[src/rtl/ellrast_pkg.sv]
// Shared types, widths and command codes of the midpoint ellipse rasterizer.
package ellrast_pkg;

    localparam int COORD_W = 11;
    localparam int RAD_W   = 10;
    localparam int POINT_W = 12;
    localparam int POSX_W  = 11;
    localparam int POSY_W  = 12;
    localparam int SQ_W    = 20;
    localparam int SLOPE_W = 32;
    localparam int DEC_W   = 48;
    localparam int MUL_W   = 24;
    localparam int PROD_W  = 2 * MUL_W;
    localparam int IDX_W   = 2;

    typedef enum logic [1:0] {
        PH_IDLE,
        PH_REGION1,
        PH_REGION2,
        PH_DONE
    } t_phase;

    typedef enum logic [3:0] {
        S_IDLE,
        S_SQ_RY,
        S_RXRY,
        S_INIT,
        S_SW1,
        S_SW2,
        S_SW3,
        S_SW4,
        S_SW5,
        S_SW6,
        S_STEPA,
        S_STEPB,
        S_EMIT
    } t_state;

    typedef enum logic [3:0] {
        OP_NONE,
        OP_LOAD,
        OP_MUL_RYRY,
        OP_MUL_RX2RY,
        OP_INIT,
        OP_SW_TX,
        OP_SW_RYTX,
        OP_SW_TY,
        OP_SW_RXTY,
        OP_SW_RXRY,
        OP_SW_DEC,
        OP_STEP_R1,
        OP_STEP_R2,
        OP_STEP_DEC
    } t_dp_op;

    typedef struct packed {
        t_dp_op           op;
        logic [IDX_W-1:0] emit_idx;
    } t_dp_cmd;

    typedef struct packed {
        logic slope_lt;
        logic pos_y_neg;
        logic pos_y_zero;
    } t_dp_status;

endpackage

[src/rtl/ellrast_if.sv]
// Valid/ready channel interfaces for start/advance items and plotted points.
interface ellrast_in_if import ellrast_pkg::*; ();
    logic                       valid;
    logic                       ready;
    logic                       kind;
    logic signed [COORD_W-1:0]  center_x;
    logic signed [COORD_W-1:0]  center_y;
    logic        [RAD_W-1:0]    radius_x;
    logic        [RAD_W-1:0]    radius_y;

    modport source (output valid, kind, center_x, center_y, radius_x, radius_y,
                    input ready);
    modport sink (input valid, kind, center_x, center_y, radius_x, radius_y,
                  output ready);
endinterface

interface ellrast_out_if import ellrast_pkg::*; ();
    logic                       valid;
    logic                       ready;
    logic signed [POINT_W-1:0]  point_x;
    logic signed [POINT_W-1:0]  point_y;
    logic                       step_last;
    logic                       shape_done;

    modport source (output valid, point_x, point_y, step_last, shape_done,
                    input ready);
    modport sink (input valid, point_x, point_y, step_last, shape_done,
                  output ready);
endinterface

[src/rtl/ellrast_dp.sv]
// Datapath: shared multiplier, decision and slope registers, point generation.
module ellrast_dp import ellrast_pkg::*; (
    input  logic                       i_clk,
    input  t_dp_cmd                    i_cmd,
    input  logic signed [COORD_W-1:0]  i_center_x,
    input  logic signed [COORD_W-1:0]  i_center_y,
    input  logic        [RAD_W-1:0]    i_radius_x,
    input  logic        [RAD_W-1:0]    i_radius_y,
    output t_dp_status                 o_status,
    output logic signed [POINT_W-1:0]  o_point_x,
    output logic signed [POINT_W-1:0]  o_point_y,
    output logic                       o_step_last,
    output logic                       o_shape_done
);

    logic signed [COORD_W-1:0] r_cx;
    logic signed [COORD_W-1:0] r_cy;
    logic        [RAD_W-1:0]   r_rad_y;
    logic        [SQ_W-1:0]    r_rx2;
    logic        [SQ_W-1:0]    r_ry2;
    logic        [POSX_W-1:0]  r_pos_x;
    logic signed [POSY_W-1:0]  r_pos_y;
    logic signed [SLOPE_W-1:0] r_slope_x;
    logic signed [SLOPE_W-1:0] r_slope_y;
    logic signed [DEC_W-1:0]   r_decision;
    logic        [PROD_W-1:0]  r_prod;
    logic signed [DEC_W-1:0]   r_acc;
    logic        [POSX_W-1:0]  r_out_x;
    logic signed [POSY_W-1:0]  r_out_y;
    logic                      r_out_done;
    logic                      r_use_sx;
    logic                      r_use_sy;
    logic                      r_step_r1;

    logic        [MUL_W-1:0]   mul_a;
    logic        [MUL_W-1:0]   mul_b;
    logic        [PROD_W-1:0]  mul_p;
    logic        [POSY_W-1:0]  tx;
    logic signed [POSY_W-1:0]  ty;
    logic        [POSY_W-1:0]  ty_abs;
    logic signed [SLOPE_W-1:0] ry2_x2;
    logic signed [SLOPE_W-1:0] rx2_x2;
    logic signed [DEC_W-1:0]   prod_x4;
    logic signed [DEC_W-1:0]   init_dec;
    logic signed [DEC_W-1:0]   sx_x4;
    logic signed [DEC_W-1:0]   sy_x4;
    logic signed [DEC_W-1:0]   sq_x4;
    logic signed [DEC_W-1:0]   step_dec;
    logic                      dec_neg;
    logic                      dec_pos;
    logic signed [POINT_W-1:0] off_x;
    logic signed [POINT_W-1:0] off_y;
    logic signed [POINT_W-1:0] base_x;
    logic signed [POINT_W-1:0] base_y;

    assign tx      = {r_pos_x, 1'b1};
    assign ty      = r_pos_y - 12'sd1;
    assign ty_abs  = ty[POSY_W-1] ? 12'(-ty) : 12'(ty);
    assign ry2_x2  = $signed({11'd0, r_ry2, 1'b0});
    assign rx2_x2  = $signed({11'd0, r_rx2, 1'b0});
    assign prod_x4 = $signed({r_prod[PROD_W-3:0], 2'b00});
    assign init_dec = $signed({26'd0, r_ry2, 2'b00}) - prod_x4 + $signed({28'd0, r_rx2});
    assign sx_x4   = {{14{r_slope_x[SLOPE_W-1]}}, r_slope_x, 2'b00};
    assign sy_x4   = {{14{r_slope_y[SLOPE_W-1]}}, r_slope_y, 2'b00};
    assign sq_x4   = r_step_r1 ? $signed({26'd0, r_ry2, 2'b00})
                               : $signed({26'd0, r_rx2, 2'b00});
    assign step_dec = r_decision + (r_use_sx ? sx_x4 : 48'sd0)
                      - (r_use_sy ? sy_x4 : 48'sd0) + sq_x4;
    assign dec_neg = r_decision[DEC_W-1];
    assign dec_pos = !dec_neg && (r_decision != 48'sd0);

    always_comb begin
        mul_a = '0;
        mul_b = '0;
        case (i_cmd.op)
            OP_LOAD: begin
                mul_a = {14'd0, i_radius_x};
                mul_b = {14'd0, i_radius_x};
            end
            OP_MUL_RYRY: begin
                mul_a = {14'd0, r_rad_y};
                mul_b = {14'd0, r_rad_y};
            end
            OP_MUL_RX2RY: begin
                mul_a = {4'd0, r_rx2};
                mul_b = {14'd0, r_rad_y};
            end
            OP_SW_TX: begin
                mul_a = {12'd0, tx};
                mul_b = {12'd0, tx};
            end
            OP_SW_RYTX: begin
                mul_a = {4'd0, r_ry2};
                mul_b = r_prod[MUL_W-1:0];
            end
            OP_SW_TY: begin
                mul_a = {12'd0, ty_abs};
                mul_b = {12'd0, ty_abs};
            end
            OP_SW_RXTY: begin
                mul_a = {4'd0, r_rx2};
                mul_b = r_prod[MUL_W-1:0];
            end
            OP_SW_RXRY: begin
                mul_a = {4'd0, r_rx2};
                mul_b = {4'd0, r_ry2};
            end
            default: begin
                mul_a = '0;
                mul_b = '0;
            end
        endcase
    end

    assign mul_p = mul_a * mul_b;

    always_ff @(posedge i_clk) begin
        case (i_cmd.op)
            OP_LOAD: begin
                r_cx      <= i_center_x;
                r_cy      <= i_center_y;
                r_rad_y   <= i_radius_y;
                r_pos_x   <= '0;
                r_pos_y   <= $signed({2'b00, i_radius_y});
                r_slope_x <= '0;
                r_prod    <= mul_p;
            end
            OP_MUL_RYRY: begin
                r_rx2  <= r_prod[SQ_W-1:0];
                r_prod <= mul_p;
            end
            OP_MUL_RX2RY: begin
                r_ry2  <= r_prod[SQ_W-1:0];
                r_prod <= mul_p;
            end
            OP_INIT: begin
                r_slope_y  <= $signed({r_prod[SLOPE_W-2:0], 1'b0});
                r_decision <= init_dec;
            end
            OP_SW_TX, OP_SW_RYTX, OP_SW_RXTY: begin
                r_prod <= mul_p;
            end
            OP_SW_TY: begin
                r_acc  <= $signed(r_prod);
                r_prod <= mul_p;
            end
            OP_SW_RXRY: begin
                r_acc  <= r_acc + prod_x4;
                r_prod <= mul_p;
            end
            OP_SW_DEC: begin
                r_decision <= r_acc - prod_x4;
            end
            OP_STEP_R1: begin
                r_out_x    <= r_pos_x;
                r_out_y    <= r_pos_y;
                r_out_done <= 1'b0;
                r_step_r1  <= 1'b1;
                r_pos_x    <= r_pos_x + 11'd1;
                r_slope_x  <= r_slope_x + ry2_x2;
                r_use_sx   <= 1'b1;
                r_use_sy   <= !dec_neg;
                if (!dec_neg) begin
                    r_pos_y   <= r_pos_y - 12'sd1;
                    r_slope_y <= r_slope_y - rx2_x2;
                end
            end
            OP_STEP_R2: begin
                r_out_x    <= r_pos_x;
                r_out_y    <= r_pos_y;
                r_out_done <= (r_pos_y == 12'sd0);
                r_step_r1  <= 1'b0;
                r_pos_y    <= r_pos_y - 12'sd1;
                r_slope_y  <= r_slope_y - rx2_x2;
                r_use_sx   <= !dec_pos;
                r_use_sy   <= 1'b1;
                if (!dec_pos) begin
                    r_pos_x   <= r_pos_x + 11'd1;
                    r_slope_x <= r_slope_x + ry2_x2;
                end
            end
            OP_STEP_DEC: begin
                r_decision <= step_dec;
            end
            default: begin
            end
        endcase
    end

    assign o_status.slope_lt   = (r_slope_x < r_slope_y);
    assign o_status.pos_y_neg  = r_pos_y[POSY_W-1];
    assign o_status.pos_y_zero = (r_pos_y == 12'sd0);

    assign base_x = {r_cx[COORD_W-1], r_cx};
    assign base_y = {r_cy[COORD_W-1], r_cy};
    assign off_x  = $signed({1'b0, r_out_x});
    assign off_y  = r_out_y;

    assign o_point_x    = i_cmd.emit_idx[0] ? (base_x - off_x) : (base_x + off_x);
    assign o_point_y    = i_cmd.emit_idx[1] ? (base_y - off_y) : (base_y + off_y);
    assign o_step_last  = (i_cmd.emit_idx == 2'd3);
    assign o_shape_done = r_out_done;

endmodule

[src/rtl/ellrast_ctrl.sv]
// Controller: sequences start, region switch, plotting step and point emission.
module ellrast_ctrl import ellrast_pkg::*; (
    input  logic       i_clk,
    input  logic       i_rst_n,
    input  logic       i_in_valid,
    input  logic       i_in_kind,
    output logic       o_in_ready,
    output logic       o_out_valid,
    input  logic       i_out_ready,
    input  t_dp_status i_status,
    output t_dp_cmd    o_cmd
);

    t_state           r_state;
    t_state           n_state;
    t_phase           r_phase;
    t_phase           n_phase;
    logic [IDX_W-1:0] r_emit_idx;
    logic [IDX_W-1:0] n_emit_idx;

    always_ff @(posedge i_clk) begin
        if (!i_rst_n) begin
            r_state    <= S_IDLE;
            r_phase    <= PH_IDLE;
            r_emit_idx <= '0;
        end else begin
            r_state    <= n_state;
            r_phase    <= n_phase;
            r_emit_idx <= n_emit_idx;
        end
    end

    always_comb begin
        n_state    = r_state;
        n_phase    = r_phase;
        n_emit_idx = r_emit_idx;
        case (r_state)
            S_IDLE: begin
                if (i_in_valid) begin
                    if (!i_in_kind) begin
                        n_state = S_SQ_RY;
                        n_phase = PH_REGION1;
                    end else if (r_phase == PH_REGION1 && !i_status.slope_lt) begin
                        n_state = S_SW1;
                    end else if (r_phase == PH_REGION1 || r_phase == PH_REGION2) begin
                        n_state = S_STEPA;
                    end
                end
            end
            S_SQ_RY: n_state = S_RXRY;
            S_RXRY:  n_state = S_INIT;
            S_INIT:  n_state = S_IDLE;
            S_SW1:   n_state = S_SW2;
            S_SW2:   n_state = S_SW3;
            S_SW3:   n_state = S_SW4;
            S_SW4:   n_state = S_SW5;
            S_SW5:   n_state = S_SW6;
            S_SW6: begin
                n_state = S_STEPA;
                n_phase = PH_REGION2;
            end
            S_STEPA: begin
                if (r_phase == PH_REGION2 && i_status.pos_y_neg) begin
                    n_state = S_IDLE;
                    n_phase = PH_DONE;
                end else begin
                    n_state    = S_STEPB;
                    n_emit_idx = '0;
                    if (r_phase == PH_REGION2 && i_status.pos_y_zero) begin
                        n_phase = PH_DONE;
                    end
                end
            end
            S_STEPB: n_state = S_EMIT;
            S_EMIT: begin
                if (i_out_ready) begin
                    n_emit_idx = r_emit_idx + 2'd1;
                    if (r_emit_idx == 2'd3) begin
                        n_state = S_IDLE;
                    end
                end
            end
            default: n_state = S_IDLE;
        endcase
    end

    always_comb begin
        o_in_ready      = 1'b0;
        o_out_valid     = 1'b0;
        o_cmd.op        = OP_NONE;
        o_cmd.emit_idx  = r_emit_idx;
        case (r_state)
            S_IDLE: begin
                o_in_ready = 1'b1;
                if (i_in_valid && !i_in_kind) begin
                    o_cmd.op = OP_LOAD;
                end
            end
            S_SQ_RY: o_cmd.op = OP_MUL_RYRY;
            S_RXRY:  o_cmd.op = OP_MUL_RX2RY;
            S_INIT:  o_cmd.op = OP_INIT;
            S_SW1:   o_cmd.op = OP_SW_TX;
            S_SW2:   o_cmd.op = OP_SW_RYTX;
            S_SW3:   o_cmd.op = OP_SW_TY;
            S_SW4:   o_cmd.op = OP_SW_RXTY;
            S_SW5:   o_cmd.op = OP_SW_RXRY;
            S_SW6:   o_cmd.op = OP_SW_DEC;
            S_STEPA: begin
                if (r_phase == PH_REGION1) begin
                    o_cmd.op = OP_STEP_R1;
                end else if (r_phase == PH_REGION2 && !i_status.pos_y_neg) begin
                    o_cmd.op = OP_STEP_R2;
                end
            end
            S_STEPB: o_cmd.op = OP_STEP_DEC;
            S_EMIT:  o_out_valid = 1'b1;
            default: o_cmd.op = OP_NONE;
        endcase
    end

    a_reset_idle: assert property (@(posedge i_clk)
        !i_rst_n |=> (r_phase == PH_IDLE && r_state == S_IDLE))
        else $error("controller not idle after reset");

    a_switch_region2: assert property (@(posedge i_clk) disable iff (!i_rst_n)
        (r_state == S_SW6) |=> (r_phase == PH_REGION2 && r_state == S_STEPA))
        else $error("region switch did not enter region 2");

    a_emit_from_zero: assert property (@(posedge i_clk) disable iff (!i_rst_n)
        (r_state == S_STEPB) |=> (r_state == S_EMIT && r_emit_idx == 2'd0))
        else $error("point emission did not start at the first point");

    a_last_beat_idle: assert property (@(posedge i_clk) disable iff (!i_rst_n)
        (r_state == S_EMIT && r_emit_idx == 2'd3 && i_out_ready) |=> (r_state == S_IDLE))
        else $error("step did not end after its fourth beat");

endmodule

[src/rtl/ellipse_rasterizer.sv]
// Top level of the midpoint ellipse rasterizer: controller plus datapath.
//
// Input channel i_item carries one beat per command. kind = 0 starts a new
// ellipse from center_x, center_y, radius_x and radius_y; kind = 1 advances
// one plotting step. Output channel o_point carries plotted pixels.
// A start beat gives no output and keeps the block busy through S_SQ_RY,
// S_RXRY and S_INIT while the shared 24x24 multiplier forms the squared
// radii and initial terms. An advance gives four point beats, one per cycle
// while the receiver is ready, in the order (+x,+y), (-x,+y), (+x,-y),
// (-x,-y); step_last marks the fourth and shape_done marks all four of the
// final step. An accepted advance passes through S_STEPA and S_STEPB before
// the first point beat, and the single step where region 1 switches to
// region 2 first passes through S_SW1 to S_SW6. An advance before any
// start or after the shape is finished produces no beats.
// Items are handled one at a time: i_item.ready is high only while idle.
// When the receiver stalls, the current point is held and the block waits.
// A synchronous reset returns the block to idle with no shape loaded.
module ellipse_rasterizer import ellrast_pkg::*; (
    input  logic          i_clk,
    input  logic          i_rst_n,
    ellrast_in_if.sink    i_item,
    ellrast_out_if.source o_point
);

    t_dp_cmd    cmd;
    t_dp_status status;

    ellrast_ctrl u_ctrl (
        .i_clk       (i_clk),
        .i_rst_n     (i_rst_n),
        .i_in_valid  (i_item.valid),
        .i_in_kind   (i_item.kind),
        .o_in_ready  (i_item.ready),
        .o_out_valid (o_point.valid),
        .i_out_ready (o_point.ready),
        .i_status    (status),
        .o_cmd       (cmd)
    );

    ellrast_dp u_dp (
        .i_clk        (i_clk),
        .i_cmd        (cmd),
        .i_center_x   (i_item.center_x),
        .i_center_y   (i_item.center_y),
        .i_radius_x   (i_item.radius_x),
        .i_radius_y   (i_item.radius_y),
        .o_status     (status),
        .o_point_x    (o_point.point_x),
        .o_point_y    (o_point.point_y),
        .o_step_last  (o_point.step_last),
        .o_shape_done (o_point.shape_done)
    );

endmodule
[src/flat_wrapper.sv]
// flat-port wrapper written by rule: the top's interface ports become plain ports
module ellipse_rasterizer_flat import ellrast_pkg::*;
  (i_clk, i_rst_n, i_item_valid, i_item_kind, i_item_center_x, i_item_center_y, i_item_radius_x, i_item_radius_y, i_item_ready, o_point_valid, o_point_point_x, o_point_point_y, o_point_step_last, o_point_shape_done, o_point_ready);
  ellrast_in_if i_item_i ();
  ellrast_out_if o_point_i ();
  input  logic i_clk;
  input  logic i_rst_n;
  input wire logic [$bits(i_item_i.valid)-1:0] i_item_valid;
  input wire logic [$bits(i_item_i.kind)-1:0] i_item_kind;
  input wire logic [$bits(i_item_i.center_x)-1:0] i_item_center_x;
  input wire logic [$bits(i_item_i.center_y)-1:0] i_item_center_y;
  input wire logic [$bits(i_item_i.radius_x)-1:0] i_item_radius_x;
  input wire logic [$bits(i_item_i.radius_y)-1:0] i_item_radius_y;
  output wire logic [$bits(i_item_i.ready)-1:0] i_item_ready;
  output wire logic [$bits(o_point_i.valid)-1:0] o_point_valid;
  output wire logic [$bits(o_point_i.point_x)-1:0] o_point_point_x;
  output wire logic [$bits(o_point_i.point_y)-1:0] o_point_point_y;
  output wire logic [$bits(o_point_i.step_last)-1:0] o_point_step_last;
  output wire logic [$bits(o_point_i.shape_done)-1:0] o_point_shape_done;
  input wire logic [$bits(o_point_i.ready)-1:0] o_point_ready;
  assign i_item_i.valid = i_item_valid;
  assign i_item_i.kind = i_item_kind;
  assign i_item_i.center_x = i_item_center_x;
  assign i_item_i.center_y = i_item_center_y;
  assign i_item_i.radius_x = i_item_radius_x;
  assign i_item_i.radius_y = i_item_radius_y;
  assign i_item_ready = i_item_i.ready;
  assign o_point_valid = o_point_i.valid;
  assign o_point_point_x = o_point_i.point_x;
  assign o_point_point_y = o_point_i.point_y;
  assign o_point_step_last = o_point_i.step_last;
  assign o_point_shape_done = o_point_i.shape_done;
  assign o_point_i.ready = o_point_ready;
  ellipse_rasterizer u_core (.i_clk(i_clk), .i_rst_n(i_rst_n), .i_item(i_item_i), .o_point(o_point_i));
endmodule
[config.mk]
export PLATFORM = sky130hd
export DESIGN_NAME = ellipse_rasterizer_flat
export DESIGN_NICKNAME = d
export VERILOG_FILES = /design/src/rtl/ellrast_pkg.sv /design/src/rtl/ellrast_if.sv /design/src/rtl/ellrast_dp.sv /design/src/rtl/ellrast_ctrl.sv /design/src/rtl/ellipse_rasterizer.sv /design/src/flat_wrapper.sv
export SDC_FILE = /design/constraint.sdc
export NUM_CORES = 2
export LEC_CHECK = 0
export BUFFER_PORTS_ARGS = -buffer_cell sky130_fd_sc_hd__buf_2
export CAP_MARGIN = 15
export CORE_ASPECT_RATIO = 0.8
export CORE_MARGIN = 4
export CORE_UTILIZATION = 30
export CTS_CLUSTER_SIZE = 24
export DETAILED_ROUTE_END_ITERATION = 8
export PLACE_DENSITY = 0.43
export SYNTH_ARGS = -nofsm -noshare
export SYNTH_HDL_FRONTEND = slang
export SYNTH_SLANG_ARGS = --single-unit
[constraint.sdc]
create_clock -name i_clk -period 18.65 [get_ports i_clk]
set_clock_uncertainty 0.1 [all_clocks]
set_input_delay 1.865 -clock i_clk [delete_from_list [all_inputs] [get_ports i_clk]]
set_output_delay 1.865 -clock i_clk [all_outputs]
set_load 0.05 [all_outputs]
# Word-level counts from Yosys, hierarchy flattened
# Cells that the tools add are included.
classes:
  add_sub_neg: 17
  n_mul: 1
  order_cmp: 1
  n_eq_ne: 37
  muxes: 44
  n_reduce_logical: 33
op_table:
  columns: ["cell", "n"]
  rows:
  - ["$pmux W32 S3", 2]
  - ["$pmux W24 S6", 1]
  - ["$pmux W48 S3", 1]
  - ["$pmux W20 S6", 1]
  - ["$add A48 B48 Y48", 2]
  - ["$mux W48", 2]
  - ["$pmux W4 S12", 2]
  - ["$pmux W48 S2", 1]
  - ["$sub A48 B48 Y48", 2]
  - ["$mux W32", 2]
  - ["$add A48 B21 Y48", 1]
  - ["$add A48 B23 Y48", 1]
  - ["$mul A24 B24 Y48", 1]
  - ["$mux W12", 4]
  - ["$reduce_bool A48 Y1", 1]
  - ["$sub A23 B48 Y48", 1]
  - ["$eq A4 B4 Y1 const B", 11]
  - ["$mux W4", 9]
  - ["$pmux W12 S3", 1]
  - ["$pmux W11 S3", 1]
  - ["$add A32 B22 Y32", 1]
  - ["$eq A4 B3 Y1 const B", 8]
  - ["$lt A32 B32 Y1", 1]
  - ["$sub A32 B22 Y32", 1]
  - ["other kinds (33)", 75]
totals:
  ff_bits: 338
  in_bits: 47
  output_inout_bits: 28

# Logic depth before layout (Yosys ltp)
logic_depth:
  ltp_word: 9
  mapped_depth: 40
  depth_no_buf: 37

# Hierarchy
# From an unflattened synthesis, not the netlist that was laid out.
unflattened:
  cells_unflattened: 5206
  hier_area_um2: 45829.0
modules_own_cells:
  columns: ["module", "instances", "cells_per_inst", "area_per_inst_um2"]
  rows:
  - ["ellrast_dp", 1, 5112, 45064.5]
  - ["ellrast_ctrl", 1, 94, 764.5]

# Worst setup path before layout
# No wires, ideal clock.
synth_timing:
  kind: "input to register"
  startpoint: "input i_item_valid"
  endpoint: "register u_core.u_dp.r_prod[42] (data pin)"
  arrival_ns: 9.642
  setup_slack_ns: 8.728
  cell_stages: 38
  path_buffers: 5
  cell_sequence: "nor2b_1 > o211ai_1 > o31ai_2 > buf_2 > or2_1 > buf_2 > nor2_2 > buf_4 > a222oi_1 > nand2b_1 > buf_2 > nand2_1 > fa_1 > inv_1 > fa_1 > inv_1 > fa_1 > inv_1 > (+2 left out) > fa_1 > inv_1 > fa_1 > inv_1 > fa_1 > inv_1 > ha_1 > clkbuf_1 > nand2_1 > o21ai_1 > a221oi_2 > a2111oi_0 > nor3_2 > nor3_1 > o31a_1 > o21ai_2 > or4b_1 > o311ai_1"
synth_via:
  elab_chain_cells: 7
synth_rtl:
  columns: ["item", "line", "text"]
  rows:
  - ["from (decl)", "flat_wrapper.sv:8", "input wire logic [$bits(i_item_i.valid)-1:0] i_item_valid;"]
  - ["$logic_and A1 B1 Y1 (*)", "ellrast_ctrl.sv:95", "if (i_in_valid && !i_in_kind) begin"]
  - ["$mux W1 (*)", "ellrast_ctrl.sv:95", null]
  - ["$pmux W4 S12 (*)", "ellrast_ctrl.sv:92", "case (r_state)"]
  - ["$eq A4 B4 Y1, or another cell as far along", "ellrast_dp.sv:75", "case (i_cmd.op)"]
  - ["$reduce_or A3 Y1 (no source line) / $reduce_or A2 Y1 (equally long branches)", null, null]
  - ["$pmux W20 S6 / $pmux W24 S6 (equally long branches)", "ellrast_dp.sv:75", null]
  - ["$mul A24 B24 Y48 (*)", "ellrast_dp.sv:115", "assign mul_p = mul_a * mul_b;"]
  - ["net u_core.u_dp.mul_p[42]", "ellrast_dp.sv:37", "logic [PROD_W-1:0] mul_p;"]
  - ["to (signal assigned)", "ellrast_dp.sv:126", "r_prod <= mul_p;"]
  - ["to (signal assigned)", "ellrast_dp.sv:130", "r_prod <= mul_p;"]
  - ["to (signal assigned)", "ellrast_dp.sv:134", "r_prod <= mul_p;"]
  - ["to (decl)", "ellrast_dp.sv:26", "logic [PROD_W-1:0] r_prod;"]
# Mark *: on every way through the listed nets, which the timed path passes. The rest lies on a longest branch.
# A chain may end at the register's enable or synchronous reset.

# Final worst setup path
layout_timing:
  startpoint: "input i_item_kind"
  endpoint: "register u_core.u_dp.r_prod[42] (data pin)"
layout_via:
  elab_chain_cells: 8
layout_rtl:
  columns: ["item", "line", "text"]
  rows:
  - ["from (decl)", "flat_wrapper.sv:9", "input wire logic [$bits(i_item_i.kind)-1:0] i_item_kind;"]
  - ["$logic_not A1 Y1 (*)", "ellrast_ctrl.sv:95", null]
  - ["$logic_and A1 B1 Y1 (*)", "ellrast_ctrl.sv:95", null]
  - ["$mux W1 (*)", "ellrast_ctrl.sv:95", null]
  - ["$pmux W4 S12 (*)", "ellrast_ctrl.sv:92", null]
  - ["$eq A4 B4 Y1, or another cell as far along", "ellrast_dp.sv:75", null]
  - ["$reduce_or A3 Y1 (no source line) / $reduce_or A2 Y1 (equally long branches)", null, null]
  - ["$pmux W20 S6 / $pmux W24 S6 (equally long branches)", "ellrast_dp.sv:75", null]
  - ["$mul A24 B24 Y48 (*)", "ellrast_dp.sv:115", null]
  - ["net u_core.u_dp.mul_p[42]", "ellrast_dp.sv:37", null]
# Marked as above.

==> results.yml <==
timing:
  period_needed_ns: 11.40
  fin_crit_sh_pct: 61.1
  slew_violations: 0
  rsz0062_at_grt: "no"
  hold_viol: 0
  clock.fmax_ghz: 0.0878
  slew_headroom_pct: 19.1
  tns_ns: 0
  worstMarginPinSlew_ns: 1.21
  finalSetupViolations: 0
  setup_slack_ns: 7.25
placement:
  gp_congestion: 0.902
  dpl_cell_area_sq_um: 49700
  dp_hpwl_um: 134000
  port_buffers: 74
  place_ws_ns: 6.78
yosys:
  ys_ff_latch: 335
  ys.flop_type: "edfxtp_1"
  syn-instance-count: 5306
  synthTopCellsByArea: "edfxtp_1 21%, fa_1 20%, ha_1 12%"
  ys_types: 122
  syn-num-nets: 6291
  synth_edf_count: 327
  synthesis.area_sq_um: 47100
  avgSynthCellArea_sq_um: 8.88
  yosys_warnings: 0
  ys_seq_area_share_pct: 21.2
  ys_async_sr_fraction_pct: 0
  synth_top_cell_by_area: "edfxtp_1"
  synth_top_area_share_pct: 20.8
job:
  maxCapViolCount: 0
floorplan:
  die-area_sq_um: 164000
  fp.dieH_um: 363
  ioPinCount: 75
  initial_core_util_pct: 30.3
  rows: 129
  core_sq_um: 155000
  die_x_um: 451
setup_path:
  crit_arrival_ns: 11.62
  worstSetupStartpointType: "primary input"
  startpoint: "i_item_kind"
  critPathRequiredTime_ns: 18.87
  worstSetupPathType: "in -> reg"
  r2r_start: "u_core.u_ctrl.r_state[2]"
  path_buf_inv: 7
  end_kind: "flip-flop"
  crit_family: "adder cells"
  max_stage_delay_ns: 0.98
  worstPathMaxFanout: 27
  cp_slowest_cell: "nand2_1"
  path_common_cell: "fa_1"
clocking:
  cts_resized: 0
  clock-sinks: 335
  postCtsSetupBuffers: 0
  clkTransAtPathRegs_ns: 0.06
  cts_hold_buf: 0
  cts_max_path_buffers: 3
  insertion_delay_ns: 0.63
  cts_inserted_buffers: 46
  htree_num_levels: 2
  cts_tree: "built"
  cts_root_buf: "clkbuf_16"
finish:
  nNetsFinal: 6274
  multiInputGateArea_sq_um: 33000
  drive_above_1_share_pct: 6.35
  final-seq-area_sq_um: 9980
  final_cell_area_sq_um: 51300
  nFillCells: 16300
  syn2layout_area_growth_pct: 8.85
global_routing:
  grt_pass1_wl_um: 250000
  track_usage_pct: 20.1
  grt_antenna_before_repair: 1
  gr-total-overflow: 0
  grt_max_degree: 69
  grt_pass1_vias: 37900
detailed_routing:
  vias_per_cell: 5.08
  wire_per_inst_um: 22.3
  vias: 37700
  routed_wl_um: 166000
  initialDrtViolationCount: 3180
  firstDrtPassIters: 6
  ant_nets: 0
  drt_drc_violations_left: 0
outcome:
  outcome: "completed"
min_path:
  hp-class: "reg -> reg"
  hold_start: "u_core.u_dp.r_pos_y[9]"
==> metrics by stage <==
| step | std cells | utilization [%] | hold slack (ns) |
|---|---|---|---|
| finish | 7425 | 33.0 | 0.428 |
| global route | 7422 | 33.0 | 0.445 |
| CTS | 7422 | 33.0 | 0.429 |
| detailed placement | 7337 | 31.9 | 0.405 |
| global placement | 7337 | 31.9 | 0.417 |
| floorplan | 5306 | - | 0.321 |
==> logic make-up after synthesis <==
logic type	count (synthesis)	share of synthesized area, %
buf+inv	1040	8.90
mux	28	0.597
flops	335	21.2
compound gates	1113	16.0
fa+ha+maj	938	32.6
simple gates	1544	15.1
xor+xnor	308	5.74
==> worst reg2reg max path, delay by kind of cell, from the launching register on <==
kind	cells	cell delay, ns
simple gates	10	3.02
fa+ha+maj	9	4.04
flops	1	0.36
compound gates	7	2.78
buf+inv	7	0.70
==> cell usage in the layout, fill, tap and decap left out, drive strengths merged, types with 39 or more instances in the layout <==
cell | netlist | routed
nor2 | 430 | 430
xor2 | 86 | 86
buf | 139 | 144
o21ai | 279 | 279
fa | 482 | 482
nand2 | 602 | 602
a21oi | 307 | 307
o21bai | 48 | 48
and2 | 90 | 90
nand2b | 54 | 54
xnor2 | 222 | 222
nor2b | 48 | 48
a22oi | 48 | 48
and3 | 39 | 39
a21o | 100 | 100
inv | 824 | 827
ha | 456 | 456
nand4 | 46 | 46
nor4 | 40 | 40
nand3 | 69 | 69
edfxtp | 327 | 327
clkbuf | 70 | 55
nor3 | 59 | 59
==> final cells by class <==
| class | count | area share [%] |
|---|---|---|
| diodes | 3 | 0.0146 |
| well taps | 2096 | 5.11 |
| clock buffers | 55 | 2.43 |
| clock inverters | 30 | 0.780 |
| flip-flops and latches | 335 | 19.4 |
| multi-input cells | 3931 | 64.4 |
| repair buffers | 144 | 1.75 |
| inverters | 831 | 6.08 |
==> state kept, by name, indices dropped and copies added, names as in the netlist <==
signal and flops:
u_core.u_dp.r_slope_x 31, u_core.u_dp.off_y 12, u_core.u_dp.r_pos_x 11, u_core.u_dp.r_rad_y 10, u_core.u_dp.r_prod 47, u_core.u_dp.o_shape_done 1
u_core.u_dp.r_decision 48, u_core.u_dp.r_step_r1 1, u_core.u_dp.r_use_sy 1, u_core.u_dp.r_acc 48, u_core.u_dp.r_use_sx 1, u_core.u_dp.r_rx2 20
u_core.u_dp.r_ry2 20, u_core.u_dp.r_out_x 11, u_core.u_dp.r_cy 11, u_core.u_dp.r_pos_y 12, u_core.u_ctrl.r_state 4, u_core.u_ctrl.r_phase 2
u_core.u_dp.r_slope_y 31, u_core.u_ctrl.r_emit_idx 2, u_core.u_dp.r_cx 11
==> path summary, 6_finish.rpt <==
check / endpoint / slack [ns] / cells past startpoint
min reg2reg: u_core.u_dp.off_y[9] / 0.43 / 0
max reg2reg: u_core.u_dp.r_prod[42] / 7.36 / 33
max: u_core.u_dp.r_prod[42] / 7.25 / 33
min: u_core.u_dp.off_y[9] / 0.43 / 0
==> cells in the mapped netlist, types with 23 or more instances <==
master	n
inv_1	824
nand2_1	599
fa_1	482
ha_1	456
nor2_1	426
edfxtp_1	327
a21oi_1	299
o21ai_0	248
xnor2_1	222
buf_2	100
a21o_1	99
and2_1	90
xor2_1	85
clkbuf_1	69
nand3_1	67
nor3_1	54
nand2b_1	53
o21bai_1	48
nand4_1	46
nor2b_1	46
a22oi_1	41
and3_1	39
nor4_1	38
o21a_1	30
a211oi_1	29
mux2i_1	27
or3_1	26
o21ai_1	24
a31oi_1	23
==> layer usage <==
metal | part of all wire [%] | up-vias | routed length, um | GRT usage (%)
li1 | - | 17700 | - | -
met1 | 53 | 18600 | 88300 | 32.9
met2 | 37 | 1207 | 62000 | 26.8
met3 | 7.7 | 126 | 12800 | 3.99
met4 | 1.5 | 0 | 2500 | 3.32
met5 | 0 | - | 0 | 0
Power is left out: the tool's default activity adds up to more than one toggle a clock period on the data nets, which glitch-free logic cannot reach.
